### config.mk
export PLATFORM = sky130hd
export DESIGN_NAME = sparse_feature_varint_decoder
export DESIGN_NICKNAME = d
export VERILOG_FILES = /design/src/rtl/sfvd_pkg.sv /design/src/rtl/sparse_feature_varint_decoder.sv
export SDC_FILE = /design/constraint.sdc
export NUM_CORES = 1
export LEC_CHECK = 0
export ABC_AREA = 1
export BUFFER_PORTS_ARGS = -buffer_cell sky130_fd_sc_hd__buf_4
export CAP_MARGIN = 15
export CELL_PAD_IN_SITES_DETAIL_PLACEMENT = 1
export CELL_PAD_IN_SITES_GLOBAL_PLACEMENT = 1
export CORE_MARGIN = 2
export CORE_UTILIZATION = 41
export CTS_CLUSTER_DIAMETER = 80
export DETAILED_ROUTE_END_ITERATION = 8
export GPL_TIMING_DRIVEN = 0
export PLACE_DENSITY_LB_ADDON = 0.1
export SLEW_MARGIN = 25
export SYNTH_ARGS = -nofsm -noshare
export SYNTH_HDL_FRONTEND = slang
export SYNTH_SLANG_ARGS = --single-unit
### constraint.sdc
create_clock -name clock -period 4.7 [get_ports clock]
set_input_delay 0.235 -clock clock [delete_from_list [all_inputs] [get_ports clock]]
set_output_delay 0.235 -clock clock [all_outputs]
set_load 0.1 [all_outputs]
### src/rtl/sfvd_pkg.sv
`default_nettype none

package sfvd_pkg;

   // Code bytes per feature before a continuation bit is ignored.
   localparam int unsigned MAX_CODE_BYTES = 10;

   // Only the two flag bits and the 32 delta bits above them reach a result.
   localparam int unsigned CODE_BITS = 34;

   localparam int unsigned INDEX_BITS_WIDTH = 6;
   localparam logic [INDEX_BITS_WIDTH-1:0] INDEX_BITS_RESET = 6'd18;

   localparam logic [31:0] FLOAT_POS_ONE = 32'h3F80_0000;
   localparam logic [31:0] FLOAT_NEG_ONE = 32'hBF80_0000;

   // Flag bit positions in the decoded code.
   localparam int unsigned FLAG_NEG_ONE = 0;
   localparam int unsigned FLAG_GENERAL = 1;

   localparam logic [7:0] CONT_MASK = 8'h80;

   typedef struct packed {
      logic [31:0] feature_index;
      logic [31:0] value_bits;
      logic        out_of_order;
   } result_type;

endpackage

`default_nettype wire

### src/rtl/sparse_feature_varint_decoder.sv
`default_nettype none

// Sparse feature varint decoder.
// req_ channel: one byte of a packed feature block per transaction, with
//   req_segment_start marking the first byte of a namespace block (clears
//   the running index and any partially decoded feature first).
// rsp_ channel: one transaction per completed feature: masked running index,
//   float32 value bits and the out-of-order (negative delta) flag.
// csr_ port: csr_wr_en/csr_wr_data write index_bits, the number of index bits
//   kept; write it only while the block is idle.
// Throughput: one byte per cycle while req_ready is high. All decoding
//   of a byte is done in the cycle it is accepted, from the decode
//   state registers. A result is registered when the byte that completes
//   its feature is accepted: into the output entry, or into the skid entry.
// Stall: the output register is backed by one skid entry, so a byte is still
//   taken while a result waits; req_ready drops only when both are full.
// Reset: clears the decode state and both output entries; index_bits
//   returns to 18.

module sparse_feature_varint_decoder (
   input  wire logic        clock,
   input  wire logic        reset,
   input  wire logic        csr_wr_en,
   input  wire logic [5:0]  csr_wr_data,
   input  wire logic        req_valid,
   output logic             req_ready,
   input  wire logic [7:0]  req_data_byte,
   input  wire logic        req_segment_start,
   output logic             rsp_valid,
   input  wire logic        rsp_ready,
   output logic [31:0]      rsp_feature_index,
   output logic [31:0]      rsp_value_bits,
   output logic             rsp_out_of_order
);
   import sfvd_pkg::*;

   logic [INDEX_BITS_WIDTH-1:0] index_bits_ff;
   logic [CODE_BITS-1:0]        code_accum_ff, code_accum_in;
   logic [3:0]                  code_count_ff, code_count_in;
   logic                        reading_value_ff, reading_value_in;
   logic [1:0]                  value_count_ff, value_count_in;
   logic [23:0]                 value_accum_ff, value_accum_in;
   logic [31:0]                 running_index_ff, running_index_in;
   logic [31:0]                 held_index_ff, held_index_in;
   logic                        held_flag_ff, held_flag_in;

   result_type out_ff, out_in, skid_ff, skid_in, res;
   logic       out_valid_ff, out_valid_in;
   logic       skid_valid_ff, skid_valid_in;
   logic       res_fire;
   logic       accept, take;

   // working copies after a segment restart
   logic [CODE_BITS-1:0] code_cur;
   logic [3:0]           count_cur;
   logic                 reading_cur;
   logic [1:0]           vcount_cur;
   logic [23:0]          vaccum_cur;
   logic [31:0]          index_cur;

   logic [6:0]           shift_amt;
   logic [63:0]          group_wide;
   logic [CODE_BITS-1:0] code_new;
   logic [31:0]          zz, delta, index_sum, mask;
   logic [63:0]          mask_wide;
   logic [4:0]           count_next;

   assign accept    = req_valid && req_ready;
   assign take      = out_valid_ff && rsp_ready;
   assign req_ready = !skid_valid_ff;

   assign rsp_valid         = out_valid_ff;
   assign rsp_feature_index = out_ff.feature_index;
   assign rsp_value_bits    = out_ff.value_bits;
   assign rsp_out_of_order  = out_ff.out_of_order;

   always_comb begin
      code_cur    = code_accum_ff;
      count_cur   = code_count_ff;
      reading_cur = reading_value_ff;
      vcount_cur  = value_count_ff;
      vaccum_cur  = value_accum_ff;
      index_cur   = running_index_ff;
      if (req_segment_start) begin
         code_cur    = '0;
         count_cur   = '0;
         reading_cur = 1'b0;
         vcount_cur  = '0;
         vaccum_cur  = '0;
         index_cur   = '0;
      end

      // 7 * count via shift and subtract; count stays below MAX_CODE_BYTES
      shift_amt  = {count_cur, 3'b000} - {3'b000, count_cur};
      group_wide = {57'd0, req_data_byte[6:0]} << shift_amt;
      code_new   = code_cur | group_wide[CODE_BITS-1:0];
      count_next = {1'b0, count_cur} + 5'd1;

      zz        = code_new[CODE_BITS-1:2];
      delta     = zz[0] ? ~{1'b0, zz[31:1]} : {1'b0, zz[31:1]};
      index_sum = index_cur + delta;
      mask_wide = ~({64{1'b1}} << index_bits_ff);
      mask      = mask_wide[31:0];

      code_accum_in    = code_cur;
      code_count_in    = count_cur;
      reading_value_in = reading_cur;
      value_count_in   = vcount_cur;
      value_accum_in   = vaccum_cur;
      running_index_in = index_cur;
      held_index_in    = held_index_ff;
      held_flag_in     = held_flag_ff;

      res_fire          = 1'b0;
      res.feature_index = held_index_ff;
      res.value_bits    = {req_data_byte, vaccum_cur};
      res.out_of_order  = held_flag_ff;

      if (reading_cur) begin
         if (vcount_cur == 2'd3) begin
            res_fire         = 1'b1;
            reading_value_in = 1'b0;
            value_count_in   = '0;
            value_accum_in   = '0;
         end else begin
            value_count_in = vcount_cur + 2'd1;
            case (vcount_cur)
               2'd0:    value_accum_in[7:0]   = req_data_byte;
               2'd1:    value_accum_in[15:8]  = req_data_byte;
               2'd2:    value_accum_in[23:16] = req_data_byte;
               default: value_accum_in        = vaccum_cur;
            endcase
         end
      end else if ((req_data_byte & CONT_MASK) != 8'd0
                   && count_next < 5'(MAX_CODE_BYTES)) begin
         code_accum_in = code_new;
         code_count_in = count_next[3:0];
      end else begin
         // code complete
         running_index_in  = index_sum;
         held_index_in     = index_sum & mask;
         held_flag_in      = delta[31];
         code_accum_in     = '0;
         code_count_in     = '0;
         res.feature_index = index_sum & mask;
         res.out_of_order  = delta[31];
         if (code_new[FLAG_NEG_ONE]) begin
            res_fire       = 1'b1;
            res.value_bits = FLOAT_NEG_ONE;
         end else if (code_new[FLAG_GENERAL]) begin
            reading_value_in = 1'b1;
            value_count_in   = '0;
            value_accum_in   = '0;
         end else begin
            res_fire       = 1'b1;
            res.value_bits = FLOAT_POS_ONE;
         end
      end
   end

   // output register plus one skid entry
   always_comb begin
      out_in        = out_ff;
      skid_in       = skid_ff;
      out_valid_in  = (out_valid_ff && !take) || skid_valid_ff;
      skid_valid_in = skid_valid_ff && !take;
      if (skid_valid_ff && (!out_valid_ff || take)) begin
         out_in = skid_ff;
      end
      if (accept && res_fire) begin
         if (!out_valid_ff || take) begin
            out_in       = res;
            out_valid_in = 1'b1;
         end else begin
            skid_in       = res;
            skid_valid_in = 1'b1;
         end
      end
   end

   always_ff @(posedge clock) begin
      if (reset) begin
         index_bits_ff    <= INDEX_BITS_RESET;
         code_accum_ff    <= '0;
         code_count_ff    <= '0;
         reading_value_ff <= 1'b0;
         value_count_ff   <= '0;
         value_accum_ff   <= '0;
         running_index_ff <= '0;
         held_index_ff    <= '0;
         held_flag_ff     <= 1'b0;
         out_valid_ff     <= 1'b0;
         skid_valid_ff    <= 1'b0;
      end else begin
         if (csr_wr_en) begin
            index_bits_ff <= csr_wr_data;
         end
         if (accept) begin
            code_accum_ff    <= code_accum_in;
            code_count_ff    <= code_count_in;
            reading_value_ff <= reading_value_in;
            value_count_ff   <= value_count_in;
            value_accum_ff   <= value_accum_in;
            running_index_ff <= running_index_in;
            held_index_ff    <= held_index_in;
            held_flag_ff     <= held_flag_in;
         end
         out_valid_ff  <= out_valid_in;
         skid_valid_ff <= skid_valid_in;
      end
   end

   always_ff @(posedge clock) begin
      out_ff  <= out_in;
      skid_ff <= skid_in;
   end

endmodule

`default_nettype wire

=== Yosys cells after proc, flatten, opt, wreduce, memory -nomap -nowiden ===
Cells that the tools add are included.

* Bitwise gates (word level): 7
* Reductions and logical operators: 15
* $lt $le $gt $ge: 1
* Muxes and demuxes: 47
* Shift operators: 2
* Equal/unequal tests: 3
* Add/subtract/negate cells: 4

{| class="wikitable"
|+ Operators by type and width
! cell !! number
|-
| $mux 65 || 5
|-
| $mux 32 || 6
|-
| $mux 24 || 6
|-
| $mux 34 || 3
|-
| $shl 64x6->32 const A || 1
|-
| $or 34x34->34 || 1
|-
| $shl 7x7->34 || 1
|-
| $add 32x32->32 || 1
|-
| $and 32x32->32 || 1
|-
| $not 31->32 || 1
|-
| $not 32->32 || 1
|-
| $mux 8 || 3
|-
| $mux 1 || 15
|-
| $mux 2 || 6
|-
| $mux 4 || 3
|-
| $logic_and 1x1->1 || 7
|-
| $sub 7x4->7 || 1
|-
| $add 4x1->5 const B || 1
|-
| $lt 5x4->1 const B || 1
|-
| $eq 2x2->1 const B || 2
|-
| $logic_not 1->1 || 3
|-
| $not 1->1 || 3
|-
| $reduce_and 3->1 || 1
|-
| $add 2x1->2 const B || 1
|-
| other kinds (4) || 5
|}

* Flip-flop bits (word level): 268

=== Logic depth before layout (Yosys ltp) ===
Gate-level depths: netlist (run 1).

* Word-level depth: 12
* Gate-level depth with buffers: 34
* Gate-level depth less buffers: 32

=== Least setup slack after synthesis (run 1) ===
OpenSTA, ideal clock, no wires.

* Path type: input to register
* From: in req_segment_start
* To: reg skid_ff[61] in the netlist's numbering, data pin
* Data arrival time: 4180 ps
* Slack: 262 ps
* Buffers on the path: 4
* Setup time: 258 ps
* Required time: 4442 ps
* Stages on the path: 31
* Cells stage by stage: inv_2 buf_6 nand2_4 buf_2 ha_1 clkbuf_1 inv_1 nand3_1 nand2_1 nand3_1 nor2_1 nand2_1 nand2_1 buf_2 xor2_1 ha_1 inv_1 fa_1 inv_1 nand3_1 nand2_1 nand2_1 nand2_1 inv_1 o21ai_0 nand2_1 nand2_1 nand2_1 and2_0 nand3_1 nand2_1

{| class="wikitable"
|+ RTL lines
! what !! RTL line !! source
|-
| start, declared || sparse_feature_varint_decoder.sv:28 || <nowiki>input wire logic req_segment_start,</nowiki>
|-
| end signal, assigned || sparse_feature_varint_decoder.sv:215 || <nowiki>skid_ff <= skid_in;</nowiki>
|-
| end, declared || sparse_feature_varint_decoder.sv:47 || <nowiki>result_type out_ff, out_in, skid_ff, skid_in, res;</nowiki>
|}

==> flow_summary.html, run 1 <==
<table>
<tr><th>Metric</th><th>Value</th></tr>
<tr><th colspan="2">Run status</th></tr>
<tr><td>Result of the run</td><td>completed</td></tr>
<tr><th colspan="2">Global routing</th></tr>
<tr><td>Routing usage on met3</td><td>4.234%</td></tr>
<tr><td>Met1 Usage GRT</td><td>39.10%</td></tr>
<tr><td>Met2 demand-to-capacity share in global routing</td><td>47.01%</td></tr>
<tr><td>Initial antenna violation count</td><td>0</td></tr>
<tr><td>Number of global-route vias before repair</td><td>14912</td></tr>
<tr><td>Largest net degree at the start of global routing</td><td>75</td></tr>
<tr><td>Wire length of the first global-routing pass</td><td>85.10 mm</td></tr>
<tr><td>Grt total ovfl</td><td>0</td></tr>
<tr><td>Most Crowded Layer GR</td><td>met2</td></tr>
<tr><td>Total global routing track utilization</td><td>28.65%</td></tr>
<tr><th colspan="2">Synth</th></tr>
<tr><td>Fraction of synthesized cell area taken by the top area cell type</td><td>27.29%</td></tr>
<tr><td>Synthesized netlist cell count</td><td>2030</td></tr>
<tr><td>Main flop type after synthesis</td><td>dfxtp_1</td></tr>
<tr><td>Area of the mapped netlist</td><td>14890 sq um</td></tr>
<tr><td>Number of nets in the synthesized netlist</td><td>2090</td></tr>
<tr><td>Number of warning messages in the yosys log</td><td>0</td></tr>
<tr><td>Async SR Flop Fraction</td><td>0%</td></tr>
<tr><td>Adder and majority gate portion of the synthesized area</td><td>3.411%</td></tr>
<tr><td>Share of the yosys chip area belonging to registers</td><td>40.39%</td></tr>
<tr><td>Number of flops mapped to enable cells by yosys</td><td>65</td></tr>
<tr><td>Leading post-synthesis cells by instance count</td><td>nand2_1 (515), dfxtp_1 (203), o21ai_0 (196)</td></tr>
<tr><td>Synthesized-area fraction occupied by and/or/nand/nor cells</td><td>22.74%</td></tr>
<tr><td>Multiplexer share of the synthesized area</td><td>3.201%</td></tr>
<tr><td>Yosys reg bits</td><td>268</td></tr>
<tr><td>Post-Synthesis Mean Instance Area</td><td>7.336 sq um</td></tr>
<tr><td>Most repeated cell in the gate-level netlist after synthesis</td><td>nand2_1</td></tr>
<tr><td>Combinational family with the most area after synthesis</td><td>simple AND/OR/NAND/NOR gates</td></tr>
<tr><td>Area fraction in compound gates after synthesis</td><td>19.63%</td></tr>
<tr><td>Synth cell types</td><td>49</td></tr>
<tr><td>Largest area contributor in the synthesized netlist</td><td>dfxtp_1</td></tr>
<tr><td>Post-Synth XOR/XNOR Area</td><td>2.999%</td></tr>
<tr><td>Leading cell types by total area after synthesis</td><td>dfxtp_1 (27%), edfxtp_1 (13%), nand2_1 (13%), o21ai_0 (6.6%), a21oi_1 (4.7%)</td></tr>
<tr><th colspan="2">Drt</th></tr>
<tr><td>Sum of routed wire length over all layers</td><td>55.17 mm</td></tr>
<tr><td>Routed wire length per instance</td><td>20.78 microns</td></tr>
<tr><td>Detailed-route DRC error count</td><td>0</td></tr>
<tr><td>Drt pass-1 iters</td><td>5</td></tr>
<tr><td>Remaining antenna violation count</td><td>0</td></tr>
<tr><td>Via-to-Cell Ratio</td><td>5.545</td></tr>
<tr><td>Detailed Route Iter0 Violations</td><td>836</td></tr>
<tr><td>Count of vias placed by the detailed router</td><td>14722</td></tr>
<tr><th colspan="2">Hold path</th></tr>
<tr><td>Type of the tightest min-delay check</td><td>in2reg</td></tr>
<tr><td>Critical hold path startpoint</td><td>req_data_byte[1]</td></tr>
<tr><td>Cells on Worst Hold Path</td><td>3</td></tr>
<tr><td>End of the worst hold path</td><td>skid_ff[26]</td></tr>
<tr><th colspan="2">Place</th></tr>
<tr><td>Area post-placement</td><td>16110 sq um</td></tr>
<tr><td>Number of buffer cells added on primary ports</td><td>85</td></tr>
<tr><td>Post-detailed-placement half-perimeter wirelength</td><td>42.04 mm</td></tr>
<tr><td>RD Place Congestion</td><td>0.9248</td></tr>
<tr><th colspan="2">Setup path</th></tr>
<tr><td>Maximum fanout along the worst path</td><td>10</td></tr>
<tr><td>Reg2reg path depth</td><td>25</td></tr>
<tr><td>CP arrival</td><td>5.08 ns</td></tr>
<tr><td>Startpoint type of the worst setup path</td><td>register</td></tr>
<tr><td>Category of the critical setup timing path</td><td>reg2reg</td></tr>
<tr><td>Worst reg2reg path startpoint</td><td>code_count_ff[0]</td></tr>
<tr><td>Data required time at the worst endpoint</td><td>5.18 ns</td></tr>
<tr><td>Endpoint class of the critical path</td><td>register</td></tr>
<tr><td>Endpoint of the worst register-to-register path</td><td>rsp_feature_index[11]</td></tr>
<tr><td>Register-to-register setup slack</td><td>0.10 ns</td></tr>
<tr><th colspan="2">Floorplanning</th></tr>
<tr><td>Initial core utilization</td><td>41.77%</td></tr>
<tr><td>Core ar.</td><td>35660 sq um</td></tr>
<tr><td>Die Width</td><td>194.6 microns</td></tr>
<tr><td>Die area</td><td>37870 sq um</td></tr>
<tr><td>Core Rows</td><td>69</td></tr>
<tr><td>Number of ports placed on the die boundary</td><td>87</td></tr>
<tr><td>Die H</td><td>194.6 microns</td></tr>
<tr><th colspan="2">STA</th></tr>
<tr><td>Maximum operating frequency</td><td>217.5 MHz</td></tr>
<tr><td>Share of the cycle needed by the critical path after routing</td><td>97.81%</td></tr>
<tr><td>Slew Viols, Final</td><td>0</td></tr>
<tr><td>WHS</td><td>0.05343 ns</td></tr>
<tr><td>Hold violation count in the final report</td><td>0</td></tr>
<tr><td>Worst slew margin</td><td>34.64%</td></tr>
<tr><td>Total negative slack for setup checks</td><td>0 ns</td></tr>
<tr><td>Total of endpoints with negative setup slack in the final report</td><td>0</td></tr>
<tr><td>Worst-Margin Slew</td><td>0.9804 ns</td></tr>
<tr><td>RSZ-0062 raised after global routing</td><td>yes</td></tr>
<tr><td>Final period demand of the worst path</td><td>4.597 ns</td></tr>
<tr><td>Setup Skew</td><td>0.02475 ns</td></tr>
<tr><th colspan="2">Final layout</th></tr>
<tr><td>Filler Cell Count</td><td>4509</td></tr>
<tr><td>Utilization after layout</td><td>50.29%</td></tr>
<tr><td>Post-route cell area</td><td>17930 sq um</td></tr>
<tr><td>Final-stage net count</td><td>2231</td></tr>
<tr><td>Combined flip-flop and latch cell area</td><td>6016 sq um</td></tr>
<tr><td>Share of cells above drive strength 1</td><td>15.22%</td></tr>
<tr><td>Number of antenna repair diodes</td><td>0</td></tr>
<tr><td>Layout-stage area growth over the synthesis result</td><td>20.39%</td></tr>
<tr><td>Multi-input gate area in the final layout</td><td>8302 sq um</td></tr>
<tr><th colspan="2">CTS</th></tr>
<tr><td>Deepest level of the CTS H-tree</td><td>2</td></tr>
<tr><td>Clock insertion delay at the later pin of the skew report</td><td>0.54 ns</td></tr>
<tr><td>Sinks on the clock net</td><td>268</td></tr>
<tr><td>Maximum root-to-sink buffer count</td><td>3</td></tr>
<tr><td>CTS Buf Count</td><td>34</td></tr>
<tr><td>Clk slew on worst S/H paths</td><td>0.06 ns</td></tr>
<tr><td>Clock tree from TritonCTS</td><td>built</td></tr>
<tr><td>Root buffer cell</td><td>clkbuf_16</td></tr>
<tr><th colspan="2">Power and ir drop</th></tr>
<tr><td>Power per Cell Area</td><td>454.1 nW/um^2</td></tr>
<tr><td>Overall power after layout</td><td>8.142 mW</td></tr>
<tr><td>Leakage</td><td>7.665 nW</td></tr>
<tr><td>Largest voltage drop on the vdd net</td><td>0.2041 mV</td></tr>
<tr><th colspan="2">Flow run</th></tr>
<tr><td>Number of maximum-capacitance constraint violations</td><td>0</td></tr>
</table>
## sequential cells by signal, summed over array words and instances (netlist names)
register,flops
code_accum_ff,34
code_count_ff,4
held_flag_ff,1
held_index_ff,32
index_bits_ff,6
reading_value_ff,1
rsp_feature_index,32
rsp_out_of_order,1
rsp_valid,1
rsp_value_bits,32
running_index_ff,32
skid_ff,65
skid_valid_ff,1
value_accum_ff,24
value_count_ff,2
## where the power goes
part           total, mW  internal (mW)  switching (mW)
clock network       2.50           1.45            1.05
registers           2.75           2.59           0.162
logic               2.88          0.730            2.15
## kinds of logic (layout without fill, tap and decap cells)
| group | after synthesis | count (layout) |
|---|---|---|
| and+or+nand+nor | 825 | 825 |
| adders and majority gates | 40 | 40 |
| buffers and inverters | 283 | 447 |
| AOI/OAI and AO/OA | 518 | 518 |
| xor gates and xnor gates | 51 | 51 |
| muxes | 45 | 45 |
| DFF | 268 | 268 |
## cells in the final DEF, fill, tap and decap left out, types with 4 or more instances in the layout
cell           netlist  routed
clkbuf_1            68      75
dfxtp_1            203     203
o21ai_1             38      45
clkbuf_16            0      35
nor2_1             157     150
nand2_1            515     501
ha_1                39      32
o21ai_0            196     152
a31oi_1             32      31
a22oi_1              4       4
clkinv_1             1       6
buf_2               31      24
a211oi_1             6       6
nand3_1             98      96
nor2_2               3       8
nand3b_1             4       4
a21oi_1            141     132
nand2_2              3      14
o21ai_2              0      36
mux2i_1             24      24
buf_4                7     107
a21oi_2              0       8
o31ai_1              4       4
xor2_1              46      22
buf_1                6       7
o211ai_1            78      78
mux2_2              21      21
edfxtp_1            65      65
inv_1              160     158
inv_2                9      11
xor2_2               0      23
dlygate4sd3_1        0       9
xnor2_1              5       5
ha_2                 0       6
nand4_1             26      26
nor3_1               8       6
nand2_4              2       5
## critical path: stages (launching register included)
cell and delay, ns:
dfxtp_1 0.31, buf_4 0.17, nand2_4 0.10, buf_8 0.15, ha_4 0.16, inv_1 0.09, a21oi_4 0.05, nor2_4 0.16
inv_1 0.12, clkbuf_4 0.20, o21ai_1 0.22, nand2_1 0.19, o21ai_2 0.26, xor2_2 0.23, ha_1 0.32, a21oi_1 0.24
nor2_1 0.06, nor2_1 0.08, nand2_1 0.14, nand2_1 0.09, nand2_1 0.13, xor2_1 0.41, nand2_1 0.19, o21ai_1 0.29
nand2_1 0.09, nand3_1 0.08
## routing by layer
layer / up-vias / share of wire [%]
li1: 7140 / -
met1: 7206 / 47
met2: 298 / 46
met3: 78 / 4.1
met4: 0 / 2.7
met5: - / 0
## how the worst max path moves through the flow
stage	start	to
6_report	code_count_ff[0]	rsp_feature_index[11]
5_1_grt	code_count_ff[0]	rsp_feature_index[27]
4_1_cts	code_count_ff[0]	rsp_feature_index[10]
3_5_place_dp	req_segment_start	rsp_feature_index[16]
3_3_place_gp	req_segment_start	rsp_feature_index[16]
2_1_floorplan	req_segment_start	skid_ff[61]
## metrics by stage
stage | instances | setup WS, ns
5_1_grt | 2655 | -0.03261
6_report | 2655 | 0.1029
2_1_floorplan | 2030 | 0.2619
3_3_place_gp | 2576 | -1.256
3_5_place_dp | 2576 | -1.321
4_1_cts | 2650 | 0.004774
## what timing repair did
action | in CTS | in global routing
setup buffers | 7 | 5
pin swaps | 6 | 13
endpoints found under the setup margin | 115 | 90
resized for setup | 66 | 124
hold endpoints to repair | 5 | 0
hold buffers | 9 | 0
## cell type report
cell class / count / area share, %
Tap cell: 461 / 3.217
Clock buffer: 47 / 5.192
Multi-Input combinational cell: 1479 / 46.30
Timing Repair Buffer: 106 / 4.564
Buffer: 112 / 3.029
Clock inverter: 12 / 0.5862
Inverter: 170 / 3.559
Sequential cell: 268 / 33.55
Note: power is estimated with default switching activity, not from simulation.
==> run 2: changes to the inputs <==
--- a/config.mk
+++ b/config.mk
@@ -15,6 +15,7 @@
 export CTS_CLUSTER_DIAMETER = 80
 export DETAILED_ROUTE_END_ITERATION = 8
 export GPL_TIMING_DRIVEN = 0
+export MAX_ROUTING_LAYER = met4
 export PLACE_DENSITY_LB_ADDON = 0.1
 export SLEW_MARGIN = 25
 export SYNTH_ARGS = -nofsm -noshare
==> constraint.sdc (replaced) <==
create_clock -name clock -period 4.7 [get_ports clock]
set_input_delay 0.47 -clock clock [delete_from_list [all_inputs] [get_ports clock]]
set_output_delay 0.47 -clock clock [all_outputs]
set_load 0.1 [all_outputs]
==> flow_summary.html, run 2 (synthesis gave the netlist of run 1 again) <==
<table>
<tr><th>Metric</th><th>Value</th></tr>
<tr><th colspan="2">Final layout</th></tr>
<tr><td>Most frequent cells in the layout</td><td>nand2_1 (494), dfxtp_1 (203), inv_1 (156)</td></tr>
<tr><td>Most frequent standard cell in the layout excluding fill and tap cells</td><td>nand2_1</td></tr>
<tr><td>Largest Register</td><td>skid_ff</td></tr>
<tr><td>Flip-flop count of the largest register after layout</td><td>65 (unchanged)</td></tr>
<tr><td>Share of cells above drive strength 1</td><td>15.61% (+0.39 points)</td></tr>
<tr><td>Registers with the highest flip-flop counts</td><td>skid_ff (65), code_accum_ff (34)</td></tr>
<tr><td>Number of antenna repair diodes</td><td>0 (unchanged)</td></tr>
<tr><td>Filler Cell Count</td><td>4445 (-1.4%)</td></tr>
<tr><td>Final-stage net count</td><td>2221 (-0.45%)</td></tr>
<tr><td>Utilization after layout</td><td>50.17% (-0.12 points)</td></tr>
<tr><td>Post-route cell area</td><td>17890 sq um (-0.23%)</td></tr>
<tr><td>Layout-stage area growth over the synthesis result</td><td>20.11%</td></tr>
<tr><th colspan="2">CTS</th></tr>
<tr><td>Sinks on the clock net</td><td>268 (unchanged)</td></tr>
<tr><td>Clock tree from TritonCTS</td><td>built</td></tr>
<tr><td>Clock insertion delay at the later pin of the skew report</td><td>0.57 ns (+0.03 ns)</td></tr>
<tr><td>Deepest level of the CTS H-tree</td><td>1 (-1)</td></tr>
<tr><td>CTS Buf Count</td><td>31 (-8.8%)</td></tr>
<tr><td>Maximum root-to-sink buffer count</td><td>3 (unchanged)</td></tr>
<tr><td>Root buffer cell</td><td>clkbuf_16</td></tr>
<tr><td>Clk slew on worst S/H paths</td><td>0.06 ns (about the same)</td></tr>
<tr><th colspan="2">Power and ir drop</th></tr>
<tr><td>Leakage</td><td>7.653 nW (-0.15%)</td></tr>
<tr><td>Switching fraction of total power</td><td>40.56% (-0.83 points)</td></tr>
<tr><td>Relative contribution of sequential cells to total power</td><td>33.7% (about the same)</td></tr>
<tr><td>P_int</td><td>4.859 mW (+1.8%)</td></tr>
<tr><td>Largest voltage drop on the vdd net</td><td>0.2509 mV (+23%)</td></tr>
<tr><td>Combinational group share of total power</td><td>35.2% (-0.2 points)</td></tr>
<tr><td>Net switching power figure</td><td>3.315 mW (-1.6%)</td></tr>
<tr><td>Power per Cell Area</td><td>456.9 nW/um^2 (+0.63%)</td></tr>
<tr><td>Clk pwr share</td><td>31.1% (+0.3 points)</td></tr>
<tr><th colspan="2">STA</th></tr>
<tr><td>Worst slew margin</td><td>34.47% (-0.16 points)</td></tr>
<tr><td>Final period demand of the worst path</td><td>4.468 ns (-0.1295 ns)</td></tr>
<tr><td>Worst-Margin Slew</td><td>0.9829 ns (+0.002468 ns)</td></tr>
<tr><td>Total negative slack for setup checks</td><td>0 ns (unchanged)</td></tr>
<tr><td>Maximum operating frequency</td><td>223.8 MHz (+2.9%)</td></tr>
<tr><td>Share of the cycle needed by the critical path after routing</td><td>95.06% (-2.8 points)</td></tr>
<tr><td>Setup Skew</td><td>0.01705 ns (-0.007708 ns)</td></tr>
<tr><td>WHS</td><td>0.1299 ns (+0.07642 ns)</td></tr>
<tr><td>Slew Viols, Final</td><td>0 (unchanged)</td></tr>
<tr><td>RSZ-0062 raised after global routing</td><td>yes</td></tr>
<tr><td>Hold violation count in the final report</td><td>0 (unchanged)</td></tr>
<tr><td>Worst path setup slack after routing</td><td>0.2324 ns (+0.1295 ns)</td></tr>
<tr><td>Total of endpoints with negative setup slack in the final report</td><td>0 (unchanged)</td></tr>
<tr><th colspan="2">Drt</th></tr>
<tr><td>Detailed-route DRC error count</td><td>0 (unchanged)</td></tr>
<tr><td>Count of vias placed by the detailed router</td><td>14769 (+0.32%)</td></tr>
<tr><td>Remaining antenna violation count</td><td>0 (unchanged)</td></tr>
<tr><td>Routed wire length per instance</td><td>20.71 microns (-0.36%)</td></tr>
<tr><td>Sum of routed wire length over all layers</td><td>54.77 mm (-0.74%)</td></tr>
<tr><td>Detailed Route Iter0 Violations</td><td>980 (+17%)</td></tr>
<tr><td>Via-to-Cell Ratio</td><td>5.584 (+0.70%)</td></tr>
<tr><td>Drt pass-1 iters</td><td>7 (+2)</td></tr>
<tr><th colspan="2">Global routing</th></tr>
<tr><td>Wire length of the first global-routing pass</td><td>85.46 mm (+0.42%)</td></tr>
<tr><td>Number of global-route vias before repair</td><td>14936 (+0.16%)</td></tr>
<tr><td>Initial antenna violation count</td><td>0 (unchanged)</td></tr>
<tr><td>Grt total ovfl</td><td>0 (unchanged)</td></tr>
<tr><td>Total global routing track utilization</td><td>29.39% (+0.74 points)</td></tr>
<tr><td>Largest net degree at the start of global routing</td><td>75 (unchanged)</td></tr>
<tr><th colspan="2">Floorplanning</th></tr>
<tr><td>Die area</td><td>37870 sq um (unchanged)</td></tr>
<tr><td>Die Width</td><td>194.6 microns (unchanged)</td></tr>
<tr><td>Initial core utilization</td><td>41.77% (unchanged)</td></tr>
<tr><td>Core Rows</td><td>69 (unchanged)</td></tr>
<tr><td>Core ar.</td><td>35660 sq um (unchanged)</td></tr>
<tr><td>Die H</td><td>194.6 microns (unchanged)</td></tr>
<tr><td>Number of ports placed on the die boundary</td><td>87 (unchanged)</td></tr>
<tr><th colspan="2">Setup path</th></tr>
<tr><td>Category of the critical setup timing path</td><td>reg2reg</td></tr>
<tr><td>CP arrival</td><td>4.97 ns (-0.11 ns)</td></tr>
<tr><td>Startpoint type of the worst setup path</td><td>register</td></tr>
<tr><td>Slowest-stage cell, CP</td><td>o21ai_1</td></tr>
<tr><td>Endpoint class of the critical path</td><td>register</td></tr>
<tr><td>Maximum fanout along the worst path</td><td>10 (unchanged)</td></tr>
<tr><td>Crit-path cells</td><td>buf_6, nand2_4, buf_8, ha_4, inv_2, a21oi_4, nor2_4, clkbuf_2, o21ai_1, o21ai_1, o21ai_1, xor2_2, ha_1, a21oi_1, o21ai_0, a21oi_1, nand2_2, nand3_1, nand2_1, nand2_1, nand3_1, o21ai_2, nand2_1, nand3_1</td></tr>
<tr><td>CP max stage delay</td><td>0.40 ns (about the same)</td></tr>
<tr><td>Data required time at the worst endpoint</td><td>5.21 ns (+0.03 ns)</td></tr>
<tr><th colspan="2">Place</th></tr>
<tr><td>RD Place Congestion</td><td>0.9339 (+0.98%)</td></tr>
<tr><td>Number of buffer cells added on primary ports</td><td>85 (unchanged)</td></tr>
<tr><td>Area post-placement</td><td>16110 sq um (unchanged)</td></tr>
<tr><td>Pre-CTS worst setup slack</td><td>-1.571 ns (-0.2506 ns)</td></tr>
<tr><td>Post-detailed-placement half-perimeter wirelength</td><td>41.80 mm (-0.59%)</td></tr>
<tr><th colspan="2">Hold path</th></tr>
<tr><td>Type of the tightest min-delay check</td><td>in2reg</td></tr>
<tr><th colspan="2">Run status</th></tr>
<tr><td>Result of the run</td><td>completed</td></tr>
<tr><th colspan="2">Flow run</th></tr>
<tr><td>Number of maximum-capacitance constraint violations</td><td>0 (unchanged)</td></tr>
</table>
[run 2: final timing paths]
| path | start | end | slack (ns) | cells after the start |
|---|---|---|---|---|
| max | code_count_ff[0] | rsp_feature_index[23] | 0.23 | 24 |
| min | csr_wr_data[0] | index_bits_ff[0] | 0.13 | 3 |
| max reg2reg | code_count_ff[0] | rsp_feature_index[23] | 0.23 | 24 |
| min reg2reg | held_index_ff[3] | held_index_ff[3] | 0.45 | 2 |
[run 2: repair_timing]
action / 4_1_cts / 5_1_grt
pin swaps: 7 / 21
setup endpoints to repair: 119 / 91
buffers inserted: 8 / 6
gates resized for setup: 75 / 123
hold buffers: 0 / 0
cloned: 0 / 0
[run 2: worst max-delay path: cells and delay by family, from the launching register on]
family	cells	cell delay, ns
xor gates and xnor gates	1	0.22
buffers and inverters	4	0.59
DFF	1	0.34
and+or+nand+nor	9	1.04
AOI/OAI and AO/OA	8	1.63
adders and majority gates	2	0.56
[run 2: layer usage]
layer  vias up  GRT usage, %  wire, microns
li1       7117             -              -
met1      7237         39.46          25520
met2       328         46.79          25410
met3        87         3.349           2374
met4         0         8.490           1463
met5         -             -              0
[run 2: power by group through the flow]
| stage | logic (mW) | clock network (mW) | registers, mW |
|---|---|---|---|
| floorplan | 1.03 | 0 | 3.68 |
| global placement | 2.63 | 0 | 2.78 |
| detailed placement | 2.68 | 0 | 2.80 |
| CTS | 2.75 | 2.58 | 2.75 |
| global route | 3.06 | 2.67 | 2.78 |
| finish | 2.88 | 2.54 | 2.75 |
[run 2: stage by stage]
stage | cells | power [mW]
finish | 2645 | 8.174
global route | 2645 | 8.509
CTS | 2639 | 8.081
detailed placement | 2576 | 5.473
global placement | 2576 | 5.419
floorplan | 2030 | 4.708
[run 2: layout make-up]
type | count | area, sq um | share of cell area [%]
Timing Repair Buffer | 99 | 743.2 | 4.155
Clock inverter | 16 | 206.4 | 1.154
Inverter | 170 | 638.1 | 3.567
Tap cell | 461 | 576.8 | 3.224
Buffer | 112 | 555.5 | 3.106
Clock buffer | 40 | 849.6 | 4.749
Sequential cell | 268 | 6016 | 33.63
Multi-Input combinational cell | 1479 | 8303 | 46.42
==> run 3: changes to the inputs <==
--- a/config.mk
+++ b/config.mk
@@ -10,7 +10,6 @@
 export CAP_MARGIN = 15
 export CELL_PAD_IN_SITES_DETAIL_PLACEMENT = 1
 export CELL_PAD_IN_SITES_GLOBAL_PLACEMENT = 1
-export CORE_MARGIN = 2
 export CORE_UTILIZATION = 41
 export CTS_CLUSTER_DIAMETER = 80
 export DETAILED_ROUTE_END_ITERATION = 8
==> flow_summary.html, run 3 (synthesis gave the netlist of run 1 again) <==
<table>
<tr><th>Metric</th><th>Value</th></tr>
<tr><th colspan="2">Setup path</th></tr>
<tr><td>Startpoint type of the worst setup path</td><td>register</td></tr>
<tr><td>Category of the critical setup timing path</td><td>reg2reg</td></tr>
<tr><td>Endpoint class of the critical path</td><td>register</td></tr>
<tr><td>Reg2reg path depth</td><td>24 (unchanged)</td></tr>
<tr><td>Data required time at the worst endpoint</td><td>5.20 ns (about the same)</td></tr>
<tr><td>Endpoint of the worst register-to-register path</td><td>rsp_feature_index[13]</td></tr>
<tr><td>Worst reg2reg path startpoint</td><td>code_count_ff[0]</td></tr>
<tr><td>Maximum fanout along the worst path</td><td>11 (+1)</td></tr>
<tr><td>CP arrival</td><td>4.98 ns (about the same)</td></tr>
<tr><td>Register-to-register setup slack</td><td>0.22 ns (about the same)</td></tr>
<tr><th colspan="2">Drt</th></tr>
<tr><td>Count of vias placed by the detailed router</td><td>14746 (-0.16%)</td></tr>
<tr><td>Remaining antenna violation count</td><td>0 (unchanged)</td></tr>
<tr><td>Sum of routed wire length over all layers</td><td>55.71 mm (+1.7%)</td></tr>
<tr><td>Detailed Route Iter0 Violations</td><td>842 (-14%)</td></tr>
<tr><td>Via-to-Cell Ratio</td><td>5.567 (-0.31%)</td></tr>
<tr><td>Drt pass-1 iters</td><td>7 (unchanged)</td></tr>
<tr><td>Routed wire length per instance</td><td>21.03 microns (+1.6%)</td></tr>
<tr><td>Detailed-route DRC error count</td><td>24 (+24)</td></tr>
<tr><th colspan="2">Floorplanning</th></tr>
<tr><td>Number of ports placed on the die boundary</td><td>87 (unchanged)</td></tr>
<tr><td>Initial core utilization</td><td>41.77% (unchanged)</td></tr>
<tr><td>Core ar.</td><td>35660 sq um (unchanged)</td></tr>
<tr><td>Die Width</td><td>192.6 microns (-1.0%)</td></tr>
<tr><td>Core Rows</td><td>69 (unchanged)</td></tr>
<tr><td>Die area</td><td>37090 sq um (-2.0%)</td></tr>
<tr><td>Die H</td><td>192.6 microns (-1.0%)</td></tr>
<tr><th colspan="2">CTS</th></tr>
<tr><td>Deepest level of the CTS H-tree</td><td>1 (unchanged)</td></tr>
<tr><td>Root buffer cell</td><td>clkbuf_16</td></tr>
<tr><td>Clk slew on worst S/H paths</td><td>0.06 ns (about the same)</td></tr>
<tr><td>CTS Buf Count</td><td>31 (unchanged)</td></tr>
<tr><td>Sinks on the clock net</td><td>268 (unchanged)</td></tr>
<tr><td>Maximum root-to-sink buffer count</td><td>3 (unchanged)</td></tr>
<tr><td>Clock tree from TritonCTS</td><td>built</td></tr>
<tr><td>Clock insertion delay at the later pin of the skew report</td><td>0.59 ns (+0.02 ns)</td></tr>
<tr><th colspan="2">Place</th></tr>
<tr><td>Post-detailed-placement half-perimeter wirelength</td><td>42.54 mm (+1.8%)</td></tr>
<tr><td>RD Place Congestion</td><td>0.9360 (+0.22%)</td></tr>
<tr><td>Number of buffer cells added on primary ports</td><td>85 (unchanged)</td></tr>
<tr><td>Pre-CTS worst setup slack</td><td>-1.825 ns (-0.2536 ns)</td></tr>
<tr><th colspan="2">Final layout</th></tr>
<tr><td>Flip-flop count of the largest register after layout</td><td>65 (unchanged)</td></tr>
<tr><td>Registers with the highest flip-flop counts</td><td>skid_ff (65), code_accum_ff (34)</td></tr>
<tr><td>Most frequent standard cell in the layout excluding fill and tap cells</td><td>nand2_1</td></tr>
<tr><td>Final-stage net count</td><td>2222 (+0.045%)</td></tr>
<tr><td>Share of cells above drive strength 1</td><td>15.78% (+0.16 points)</td></tr>
<tr><td>Layout-stage area growth over the synthesis result</td><td>20.62%</td></tr>
<tr><td>Largest Register</td><td>skid_ff</td></tr>
<tr><td>Most frequent cells in the layout</td><td>nand2_1 (494), dfxtp_1 (203), inv_1 (157)</td></tr>
<tr><th colspan="2">Hold path</th></tr>
<tr><td>End of the worst hold path</td><td>index_bits_ff[1]</td></tr>
<tr><td>Cells on Worst Hold Path</td><td>3 (unchanged)</td></tr>
<tr><td>Critical hold path startpoint</td><td>csr_wr_data[1]</td></tr>
<tr><td>Type of the tightest min-delay check</td><td>in2reg</td></tr>
<tr><th colspan="2">STA</th></tr>
<tr><td>Worst slew margin</td><td>34.41% (-0.063 points)</td></tr>
<tr><td>WHS</td><td>0.1169 ns (-0.01293 ns)</td></tr>
<tr><td>Maximum operating frequency</td><td>223.3 MHz (-0.26%)</td></tr>
<tr><td>Worst-Margin Slew</td><td>0.9838 ns (+0.0009472 ns)</td></tr>
<tr><td>Worst path setup slack after routing</td><td>0.2207 ns (-0.01167 ns)</td></tr>
<tr><td>Slew Viols, Final</td><td>0 (unchanged)</td></tr>
<tr><td>Share of the cycle needed by the critical path after routing</td><td>95.30% (+0.25 points)</td></tr>
<tr><td>Total negative slack for setup checks</td><td>0 ns (unchanged)</td></tr>
<tr><td>Total of endpoints with negative setup slack in the final report</td><td>0 (unchanged)</td></tr>
<tr><td>Setup Skew</td><td>0.03287 ns (+0.01582 ns)</td></tr>
<tr><td>Final period demand of the worst path</td><td>4.479 ns (+0.01167 ns)</td></tr>
<tr><td>Hold violation count in the final report</td><td>0 (unchanged)</td></tr>
<tr><td>RSZ-0062 raised after global routing</td><td>yes</td></tr>
<tr><th colspan="2">Power and ir drop</th></tr>
<tr><td>Leakage</td><td>7.666 nW (+0.18%)</td></tr>
<tr><td>Power per Cell Area</td><td>452.8 nW/um^2 (-0.90%)</td></tr>
<tr><td>Largest voltage drop on the vdd net</td><td>0.2726 mV (+8.6%)</td></tr>
<tr><th colspan="2">Flow run</th></tr>
<tr><td>Number of maximum-capacitance constraint violations</td><td>0 (unchanged)</td></tr>
<tr><th colspan="2">Run status</th></tr>
<tr><td>Violated checks</td><td>DRC</td></tr>
<tr><td>Result of the run</td><td>finished with violations</td></tr>
<tr><th colspan="2">Global routing</th></tr>
<tr><td>Number of global-route vias before repair</td><td>14862 (-0.50%)</td></tr>
<tr><td>Total global routing track utilization</td><td>30.75% (+1.4 points)</td></tr>
<tr><td>Wire length of the first global-routing pass</td><td>85.57 mm (+0.13%)</td></tr>
<tr><td>Grt total ovfl</td><td>0 (unchanged)</td></tr>
<tr><td>Largest net degree at the start of global routing</td><td>75 (unchanged)</td></tr>
<tr><td>Initial antenna violation count</td><td>1 (+1)</td></tr>
</table>
run 3: power breakdown:
| part | internal (mW) | leakage, nW | switching, mW |
|---|---|---|---|
| clock network | 1.47 | 0.500 | 1.00 |
| registers | 2.59 | 2.29 | 0.160 |
| logic | 0.737 | 4.87 | 2.17 |
run 3: final cells by class:
type,count,area [sq um]
Clock inverter,13,183.9
Clock buffer,45,848.3
Multi-Input combinational cell,1479,8382
Fill cell,4419,17690
Inverter,170,638.1
Sequential cell,268,6016
Buffer,112,565.5
Tap cell,461,576.8
Antenna cell,1,2.502
Timing Repair Buffer,100,750.7
run 3: critical path, cell delays in order (launching register included):
cell	delay (ns)
dfxtp_1	0.32
buf_6	0.13
nand2_4	0.09
buf_8	0.16
ha_4	0.27
inv_2	0.11
nand3_1	0.10
nand2_2	0.11
nand3_2	0.15
nor2_2	0.15
nand2_2	0.11
nand2_4	0.16
buf_6	0.24
xor2_2	0.29
ha_1	0.33
nand2_1	0.16
o21ai_0	0.18
a21oi_1	0.16
nand2_1	0.15
xor2_1	0.17
inv_1	0.14
o21ai_0	0.21
o21ai_2	0.30
nand2_1	0.10
nand3_1	0.08
run 3: worst max path at each step:
stage / start / endpoint / cells after the start
floorplan: req_segment_start / skid_ff[61] / 31
global placement: req_segment_start / skid_ff[57] / 30
detailed placement: req_segment_start / rsp_feature_index[24] / 32
CTS: code_count_ff[0] / rsp_feature_index[28] / 32
global route: code_count_ff[0] / rsp_feature_index[29] / 27
finish: code_count_ff[0] / rsp_feature_index[13] / 24
run 3: metrics by stage:
stage / util, % / std cells / area [sq um] / total power [mW]
after floorplan: - / 2030 / 14890 / 4.708
after global placement: 45.18 / 2576 / 16110 / 5.423
after detailed placement: 45.18 / 2576 / 16110 / 5.479
after CTS: 48.83 / 2639 / 17410 / 8.023
after global routing: 50.38 / 2649 / 17960 / 8.459
final: 50.38 / 2649 / 17960 / 8.134
run 3: repair_timing:
item,CTS,global route
gates resized for setup,75,134
hold buffers,0,0
pin swaps,6,16
endpoints found under the setup margin,115,85
buffers inserted,6,9
run 3: per-layer routing:
| metal | GRT usage (%) | wire, microns | up-vias |
|---|---|---|---|
| met5 | - | 0 | - |
| met4 | 9.025 | 1553 | 0 |
| met3 | 2.819 | 2135 | 84 |
| met2 | 49.28 | 26040 | 334 |
| met1 | 41.09 | 25990 | 7211 |
| li1 | - | - | 7117 |
